$ cat src/sv/phd_pkg.sv
// ----------------------------------------------------------------------------
// phd_pkg
// Shared types and constants for the probe health tracker.
// ----------------------------------------------------------------------------
`default_nettype none

package phd_pkg;

  localparam int SERVERS  = 64;
  localparam int ID_W     = 6;
  localparam int ADDR_W   = (SERVERS > 1) ? $clog2(SERVERS) : 1;
  localparam int LAT_W    = 20;
  localparam int FAIL_W   = 8;
  localparam int HEALTH_W = 2;
  localparam int CFG_IDX_W = 1;
  localparam int CFG_W    = 20;

  localparam logic [HEALTH_W-1:0] ST_UP       = 2'd0;
  localparam logic [HEALTH_W-1:0] ST_DEGRADED = 2'd1;
  localparam logic [HEALTH_W-1:0] ST_DOWN     = 2'd2;

  localparam logic [CFG_IDX_W-1:0] REG_THRESHOLD = 1'd0;
  localparam logic [CFG_IDX_W-1:0] REG_FAIL_LIMIT = 1'd1;

  localparam logic [LAT_W-1:0]  THRESHOLD_RST  = 20'd500;
  localparam logic [FAIL_W-1:0] FAIL_LIMIT_RST = 8'd3;
  localparam logic [FAIL_W-1:0] FAIL_MAX       = 8'hFF;

  typedef struct packed {
    logic [ID_W-1:0]  server_id;
    logic             probe_ok;
    logic [LAT_W-1:0] latency_ms;
  } probe_t;

  typedef struct packed {
    logic [ID_W-1:0]     result_server;
    logic [HEALTH_W-1:0] health_state;
    logic [LAT_W-1:0]    latency_average;
    logic [FAIL_W-1:0]   fail_count;
  } result_t;

  // One server record as held in the record memory.
  typedef struct packed {
    logic                avg_valid;
    logic [LAT_W-1:0]    average;
    logic [FAIL_W-1:0]   fails;
    logic [HEALTH_W-1:0] health;
  } rec_t;

  localparam rec_t REC_RST = '{avg_valid: 1'b0, average: '0, fails: '0, health: ST_DOWN};

  // Port of the record memory seen from the update side.
  typedef struct packed {
    logic              en;
    logic [ADDR_W-1:0] addr;
    rec_t              rec;
  } wr_port_t;

endpackage

`default_nettype wire

$ cat src/sv/phd_store.sv
// ----------------------------------------------------------------------------
// phd_store
// Record memory with per-entry valid bits and same-entry write forwarding.
// ----------------------------------------------------------------------------
`default_nettype none

module phd_store
  import phd_pkg::*;
(
  input  wire logic              clk,
  input  wire logic              rst,
  input  wire logic              rd_en,
  input  wire logic [ADDR_W-1:0] rd_addr,
  input  wire wr_port_t          wr,
  output rec_t                   rd_rec
);

  rec_t              mem [SERVERS];
  logic [SERVERS-1:0] valid;
  rec_t              rd_data;
  logic              rd_valid;
  logic              fwd_hit;
  rec_t              fwd_rec;

  always_ff @(posedge clk) begin
    if (wr.en) begin
      mem[wr.addr] <= wr.rec;
    end
    if (rd_en) begin
      rd_data <= mem[rd_addr];
    end
  end

  always_ff @(posedge clk) begin
    if (rst) begin
      valid    <= '0;
      rd_valid <= 1'b0;
      fwd_hit  <= 1'b0;
    end else begin
      if (wr.en) begin
        valid[wr.addr] <= 1'b1;
      end
      if (rd_en) begin
        rd_valid <= valid[rd_addr];
        // catch a write landing on the same entry at the read edge
        fwd_hit  <= wr.en && (wr.addr == rd_addr);
      end
    end
  end

  always_ff @(posedge clk) begin
    if (rd_en) begin
      fwd_rec <= wr.rec;
    end
  end

  always_comb begin
    if (fwd_hit) begin
      rd_rec = fwd_rec;
    end else if (rd_valid) begin
      rd_rec = rd_data;
    end else begin
      rd_rec = REC_RST;
    end
  end

endmodule

`default_nettype wire

$ cat src/sv/phd_update.sv
// ----------------------------------------------------------------------------
// phd_update
// Applies one probe result to a server record.
// ----------------------------------------------------------------------------
`default_nettype none

module phd_update
  import phd_pkg::*;
(
  input  wire probe_t            probe,
  input  wire rec_t              rec,
  input  wire logic [LAT_W-1:0]  threshold,
  input  wire logic [FAIL_W-1:0] fail_limit,
  output logic                   in_range,
  output rec_t                   rec_next,
  output result_t                res
);

  logic [LAT_W+2:0] sum;
  logic [LAT_W-1:0] avg_new;
  logic [FAIL_W-1:0] fails_new;

  always_comb begin
    in_range = (32'(probe.server_id) < SERVERS);
    // avg*7 + lat as (avg<<3) - avg + lat
    sum = {rec.average, 3'b000} - {3'b000, rec.average} + {3'b000, probe.latency_ms};
    avg_new = rec.avg_valid ? sum[LAT_W+2:3] : probe.latency_ms;
    fails_new = (rec.fails == FAIL_MAX) ? FAIL_MAX : rec.fails + FAIL_W'(1);

    rec_next = rec;
    if (probe.probe_ok) begin
      rec_next.avg_valid = 1'b1;
      rec_next.average   = avg_new;
      rec_next.fails     = '0;
      rec_next.health    = (avg_new >= threshold) ? ST_DEGRADED : ST_UP;
    end else begin
      rec_next.fails = fails_new;
      if (fails_new >= fail_limit) begin
        rec_next.health = ST_DOWN;
      end
    end

    res.result_server = probe.server_id;
    if (in_range) begin
      res.health_state    = rec_next.health;
      res.latency_average = rec_next.average;
      res.fail_count      = rec_next.fails;
    end else begin
      res.health_state    = ST_DOWN;
      res.latency_average = '0;
      res.fail_count      = '0;
    end
  end

endmodule

`default_nettype wire

$ cat src/sv/probe_health_tracker.sv
// ----------------------------------------------------------------------------
// probe_health_tracker
// Per-server health record (smoothed latency, fail count, state) per probe.
// ----------------------------------------------------------------------------
// Path: a transferred probe reads its record from memory, then the update writes
//   the record back and the registered result is strobed on result.
// Throughput: one probe per cycle unless busy, set by one read and one write of the
//   record memory per cycle; a write-to-read forward covers repeats of one server.
// Reset: synchronous; every server reads as down with zero average and fail
//   count, register defaults load, busy is held past release by a register. No stall.
// ----------------------------------------------------------------------------
`default_nettype none

module probe_health_tracker
  import phd_pkg::*;
(
  input  wire logic                 clk,
  input  wire logic                 rst,
  input  wire logic                 start,
  output logic                      busy,
  input  wire probe_t               probe,
  output logic                      result_valid,
  output result_t                   result,
  input  wire logic                 cfg_we,
  input  wire logic [CFG_IDX_W-1:0] cfg_index,
  input  wire logic [CFG_W-1:0]     cfg_data
);

  logic [LAT_W-1:0]  threshold;
  logic [FAIL_W-1:0] fail_limit;

  logic    accept;
  logic    s1_valid;
  probe_t  s1_probe;
  rec_t    cur_rec;
  rec_t    new_rec;
  logic    in_range;
  result_t res_next;
  wr_port_t wr;

  // Hold busy through reset and the first cycle after it; the pipeline never
  // backs up.
  always_ff @(posedge clk) begin
    busy <= rst;
  end

  assign accept = start && !busy;

  // Configuration registers: the user must write them only while idle; the block itself does not enforce this.
  always_ff @(posedge clk) begin
    if (rst) begin
      threshold  <= THRESHOLD_RST;
      fail_limit <= FAIL_LIMIT_RST;
    end else if (cfg_we) begin
      unique case (cfg_index)
        REG_THRESHOLD:  threshold  <= cfg_data[LAT_W-1:0];
        REG_FAIL_LIMIT: fail_limit <= cfg_data[FAIL_W-1:0];
        default: ;
      endcase
    end
  end

  // Stage 1: capture the probe while the memory read is in flight.
  always_ff @(posedge clk) begin
    if (rst) begin
      s1_valid <= 1'b0;
    end else begin
      s1_valid <= accept;
    end
  end

  always_ff @(posedge clk) begin
    if (accept) begin
      s1_probe <= probe;
    end
  end

  phd_store u_store (
    .clk     (clk),
    .rst     (rst),
    .rd_en   (accept),
    .rd_addr (probe.server_id[ADDR_W-1:0]),
    .wr      (wr),
    .rd_rec  (cur_rec)
  );

  // Stage 2: modify the record, write it back and register the result.
  phd_update u_update (
    .probe      (s1_probe),
    .rec        (cur_rec),
    .threshold  (threshold),
    .fail_limit (fail_limit),
    .in_range   (in_range),
    .rec_next   (new_rec),
    .res        (res_next)
  );

  // Drop writes for indexes that have no record.
  assign wr = '{en:   s1_valid && in_range,
                addr: s1_probe.server_id[ADDR_W-1:0],
                rec:  new_rec};

  always_ff @(posedge clk) begin
    if (rst) begin
      result_valid <= 1'b0;
    end else begin
      result_valid <= s1_valid;
    end
  end

  always_ff @(posedge clk) begin
    if (s1_valid) begin
      result <= res_next;
    end
  end

  // --------------------------------------------------------------------------
  // Assertions
  // --------------------------------------------------------------------------
  a_result_follows_transfer: assert property (@(posedge clk) disable iff (rst)
    result_valid |-> $past(start && !busy, 2))
    else $error("result without a matching probe transfer");

  a_result_server: assert property (@(posedge clk) disable iff (rst)
    result_valid |-> (result.result_server == $past(probe.server_id, 2)))
    else $error("result server does not match probe");

  a_success_clears_fails: assert property (@(posedge clk) disable iff (rst)
    (result_valid && $past(probe.probe_ok, 2)) |-> (result.fail_count == '0))
    else $error("successful probe left a nonzero fail count");

  a_state_legal: assert property (@(posedge clk) disable iff (rst)
    result_valid |-> (result.health_state <= ST_DOWN))
    else $error("illegal health state code");

endmodule

`default_nettype wire
$ cat config.mk
export PLATFORM = sky130hd
export DESIGN_NAME = probe_health_tracker
export DESIGN_NICKNAME = d
export VERILOG_FILES = /design/src/sv/phd_pkg.sv /design/src/sv/phd_store.sv /design/src/sv/phd_update.sv /design/src/sv/probe_health_tracker.sv
export SDC_FILE = /design/constraint.sdc
export NUM_CORES = 2
export LEC_CHECK = 0
export BUFFER_PORTS_ARGS = -buffer_cell sky130_fd_sc_hd__buf_4
export CAP_MARGIN = 20
export CORE_ASPECT_RATIO = 1.2
export CORE_MARGIN = 1.5
export CORE_UTILIZATION = 35
export CTS_BUF_LIST = sky130_fd_sc_hd__clkbuf_4
export DETAILED_ROUTE_END_ITERATION = 6
export PLACE_DENSITY = 0.56
export SLEW_MARGIN = 10
export SYNTH_ARGS = -nofsm -noshare
export SYNTH_HDL_FRONTEND = slang
export SYNTH_HIERARCHICAL = 1
export SYNTH_SLANG_ARGS = --single-unit
$ cat constraint.sdc
create_clock -name clk -period 18.9 [get_ports clk]
set_input_delay 3.78 -clock clk [delete_from_list [all_inputs] [get_ports clk]]
set_output_delay 3.78 -clock clk [all_outputs]
set_load 0.01 [all_outputs]
Word-level counts from Yosys, hierarchy flattened
Memory sizes are Yosys's and may differ from the RTL's. A register that Yosys moved wholly into a read port is not among the register bits.
Index checks and enable logic that the tools add are counted.
{"block": "word_totals", "reg_bits": 191, "output_inout_bits": 38, "ram_bits": 1984, "wordCells": 52, "in_bits": 52, "memories": 1}
{"name": "u_store.mem", "words": 64, "width": 31, "read_ports": 1, "rd_clocked_by_memory_dff": 1, "wr": 1, "line_no": "phd_store.sv:18", "text": "rec_t mem [SERVERS];"}
{"block": "op_classes", "eq_ne": 2, "mux": 14, "add_sub_neg": 3, "n_lt_le_gt_ge": 5, "bitwise_logic": 2, "n_reduce_logical": 6}
{"cell": "$or 64x64->64", "count": 1}
{"cell": "$mux 31", "count": 2}
{"cell": "$add 23x20->23", "count": 1}
{"cell": "$sub 23x20->23", "count": 1}
{"cell": "$mux 21", "count": 1}
{"cell": "$ge 20x20->1", "count": 1}
{"cell": "$mux 20", "count": 1}
{"cell": "$lt 6x7->1 const B", "count": 2}
{"cell": "$mux 10", "count": 1}
{"cell": "$add 8x1->8 const B", "count": 1}
{"cell": "$eq 8x8->1 const B", "count": 1}
{"cell": "$ge 8x8->1", "count": 1}
{"cell": "$mux 8", "count": 1}
{"cell": "$bmux 1 s6", "count": 1}
{"cell": "$demux 1 s6", "count": 1}
{"cell": "$eq 6x6->1", "count": 1}
{"cell": "$ge 6x1->1 const B", "count": 1}
{"cell": "$mux 1", "count": 5}
{"cell": "$reduce_and 2->1", "count": 2}
{"cell": "$logic_and 1x1->1", "count": 3}
{"cell": "$mux 2", "count": 1}
{"cell": "$logic_not 1->1", "count": 1}
{"cell": "$not 1->1", "count": 1}

Depth between registers and ports, before layout
{"block": "depth", "word_depth": 8, "ltp_mapped": 23, "mapped_depth_nobuf": 20}

Modules after synthesis
Netlist, hierarchy kept.
{"mod": "phd_store", "seq_area_each_um2": 62760.2, "area_per_inst_um2": 80111.8, "cells_each": 3284, "n_inst": 1}
{"mod": "phd_update", "seq_area_each_um2": 0.0, "area_per_inst_um2": 3487.1, "cells_each": 498, "n_inst": 1}
{"mod": "probe_health_tracker", "seq_area_each_um2": 2512.4, "area_per_inst_um2": 3204.3, "cells_each": 192, "n_inst": 1}

Worst setup path before layout
No wires, ideal clock.
{"block": "synth_timing", "path_kind": "input -> register", "from": "input port start", "to": "register u_store.rd_valid", "setup_ns": 0.105, "required_ns": 18.795, "arrival_time_ns": 8.570, "path_buffers": 0, "stages": 3, "setup_slack_ns": 10.225, "path_cell_list": "nor2b_1 -> inv_1 -> o41ai_1"}
{"block": "synth_via", "elab_chain_cells": 1}
{"item": "from (decl)", "line_no": "probe_health_tracker.sv:19", "text": "input wire logic start,"}
{"item": "$logic_and 1x1->1", "line_no": "probe_health_tracker.sv:47", "text": "assign accept = start && !busy;"}
{"item": "to (signal assigned)", "line_no": "phd_store.sv:44", "text": "rd_valid <= valid[rd_addr];"}
{"item": "to (decl)", "line_no": "phd_store.sv:21", "text": "logic rd_valid;"}
No other way between the ends.
A chain may end at the register's enable or synchronous reset.

==> flow_metrics.py <==
metrics = {
    "clock_tree": {
        "cts.sinks": 2206,
        "cts_made_buffers": 537,
        "htreeDepth": 6,
        "post_cts_resized": 0,
        "cts_root_buffer": "clkbuf_4",
        "cts_buffer_depth": 4,
        "cts_setup_buffers": 0,
        "clk_latency_ps": 1240,
        "hold_buffers": 0,
        "clk_pin_slew_ps": 60,
        "cts_tree": "done",
    },
    "synth": {
        "synthSimpleGateAreaFrac": 0.0225,
        "syn_area_um2": 86800,
        "syn_inst": 3974,
        "synth_edf_count": 2109,
        "muxShareOfSynthArea": 0.176,
        "async_reset_ff_frac": 0,
        "yosysSeqAreaShare": 0.752,
        "yosysUniqueCellTypes": 71,
        "synthXorXnorAreaFrac": 0.00238,
        "synth_compound_area_frac": 0.0173,
        "synthesis.nets": 4094,
        "synth_top_family_by_area": "multiplexers",
        "synth_seq_cells": 2206,
        "yosys.area_share.adder": 0.0113,
        "syn_avg_cell_area_um2": 21.8,
        "yosys_warnings": 6,
        "synth_flop_cell": "edfxtp_1",
    },
    "route": {
        "wl_per_cell_um": 28.3,
        "drt_pass1_iterations": 5,
        "ant_nets": 0,
        "wl_mm": 229,
        "avgViaCountPerCell": 5.34,
        "route.detailed.drc": 0,
        "vias": 43200,
        "drt_iter0_drc": 4271,
    },
    "layout": {
        "fillCellCount": 21900,
        "final_cell_mix": "edfxtp_1 (2,109), clkbuf_4 (775), mux4_2 (651), buf_4 (206), nor2_1 (137)",
        "final_cells": 8100,
        "drive_gt1_frac": 0.370,
        "post-route-util": 0.400,
        "fin_nets": 4606,
        "final_common_cell": "edfxtp_1",
        "syn_to_final_growth_pct": 13.7,
    },
    "grt": {
        "grt_max_degree": 145,
        "antenna_found_initial": 16,
        "grt_pass1_vias": 45500,
        "grt_usage": 0.181,
        "grt_pass1_wl_mm": 327,
        "grt.overflow.total": 0,
    },
    "power": {
        "powerDensity_nw_per_um2": 99.2,
        "vdd_drop_max_uv": 54.7,
        "leakage_nw": 31.9,
    },
    "sta": {
        "period_needed_ps": 7590,
        "fin_crit_sh": 0.401,
        "worstMarginPinSlew_ps": 1120,
        "fin_setup_tns_ps": 0,
        "hold_viol": 0,
        "fin_worst_skew_ps": 89.0,
        "holdWs_ps": 466,
        "drv_slew": 0,
        "fmax_ghz": 0.132,
        "rsz0062_at_grt": "false",
        "setup_viol": 0,
        "maxSlewHeadroom": 0.250,
    },
    "die": {
        "die-width_um": 458,
        "start_util": 0.351,
        "io_pins": 90,
        "dieArea_um2": 251000,
        "rows": 200,
        "core_um2": 247000,
        "die_h_um": 549,
    },
    "critical_path": {
        "cp.arrival_ps": 8530,
        "crit_type": "in2reg",
        "start_kind": "primary input",
        "worstPathMaxFanout": 88,
        "worstSetupEndpointType": "flop",
        "required_ps": 19840,
    },
    "place": {
        "place_congestion": 0.814,
        "hpwl_mm": 122,
        "io_buffers": 89,
        "dp.cells": 7177,
    },
    "worst_hold_path": {
        "hp-class": "reg2reg",
    },
    "run": {
        "cap_violations": 0,
    },
    "run_status": {
        "status": "complete, no violations",
    },
}
-- report_power, final --
group	leakage (nW)	total, W	internal [W]	switching [W]
sequential	20.2	0.00538	0.00537	0.0000134
clock	3.97	0.00389	0.00204	0.00184
combinational	7.78	0.000519	0.000212	0.000306
-- synth_stat cells (8+ instances only) --
cell type	number	area [um^2]
a21oi_1	41	205
inv_1	104	390
a31oi_1	13	81.3
mux2_2	17	191
a21o_1	16	120
xnor2_1	12	105
fa_1	17	340
ha_1	51	638
mux4_2	651	14700
o21ai_1	12	60.1
and3_1	8	50.1
buf_4	51	383
nor2b_1	29	181
nor3_1	8	40.0
mux2i_1	39	390
o21a_1	20	150
buf_2	60	300
nand2_1	61	229
buf_6	9	101
nor2_1	199	747
nand4bb_1	11	124
nand4_1	13	81.3
nand2b_1	27	169
a211oi_1	13	97.6
dfxtp_1	97	1940
a22o_1	31	272
edfxtp_1	2109	63300
xor2_1	9	78.8
clkbuf_1	97	364
buf_1	25	93.8
o21ai_0	30	150
nand3_1	15	75.1
-- kinds of logic (layout without fill, tap and decap cells) --
kind of cell,Yosys count,count (layout)
xor gates and xnor gates,22,22
muxes,708,708
and+or+nand+nor,404,404
adders and majority gates,68,68
DFF,2206,2206
other,1,14
buffers and inverters,346,1227
AOI/OAI and AO/OA,219,219
-- area by class of cell --
cell class	count	area (um^2)	area share
Timing Repair Buffer	215	1710	0.0173
Multi-Input combinational cell	1422	20600	0.208
Sequential cell	2206	65300	0.661
Clock inverter	133	856	0.00867
Tap cell	3232	4040	0.0410
Clock buffer	775	5820	0.0589
Inverter	104	390	0.00396
Antenna cell	13	32.5	0.000330
-- sequential cells by signal, indices dropped and copies added, names as in the netlist --
signal and flops:
threshold 20, fail_limit 8, u_store/fwd_hit 1, result 36
u_store/rd_data 31, u_store/valid 64, s1_valid 1, result_valid 1
busy 1, s1_probe 27, u_store/fwd_rec 31, u_store/mem 1984
u_store/rd_valid 1
-- layer usage --
metal / global-route usage / routed length [um] / up-vias
li1: - / - / 17900
met1: 0.229 / 91400 / 23500
met2: 0.320 / 120000 / 1528
met3: 0.0280 / 12900 / 322
met4: 0.0533 / 4660 / 4
met5: 0 / 27 / -
-- critical path, stage by stage --
cell    delay (ps)
buf_8          590
buf_4          820
buf_12         660
buf_4          820
mux4_2         600
mux4_2         520
mux4_2         480
-- through the flow --
stage               instance area [um^2]  total power (W)  setup slack (ps)
finish                             98700          0.00979             11310
detailed placement                 91900          0.00601              9960
CTS                                98600          0.00992             11300
global placement                   91900          0.00600             10000
global route                       98700           0.0102             10980
floorplan                          86800          0.00584             10220
-- final timing paths --
check | to | slack, ps | startpoint | cells past startpoint
worst min-delay path | u_store/valid[42]$_SDFFE_PP0P_ | 470 | u_store/valid[42]$_SDFFE_PP0P_ | 1
worst max register to register | u_store/mem[59][0]$_DFFE_PP_ | 12720 | u_store/rd_valid$_SDFFE_PP0P_ | 20
worst min register to register | u_store/valid[42]$_SDFFE_PP0P_ | 470 | u_store/valid[42]$_SDFFE_PP0P_ | 1
worst max-delay path | u_store/rd_data[10]$_DFFE_PP_ | 11310 | probe[21] | 7
Note: power is estimated with default switching activity, not from simulation.
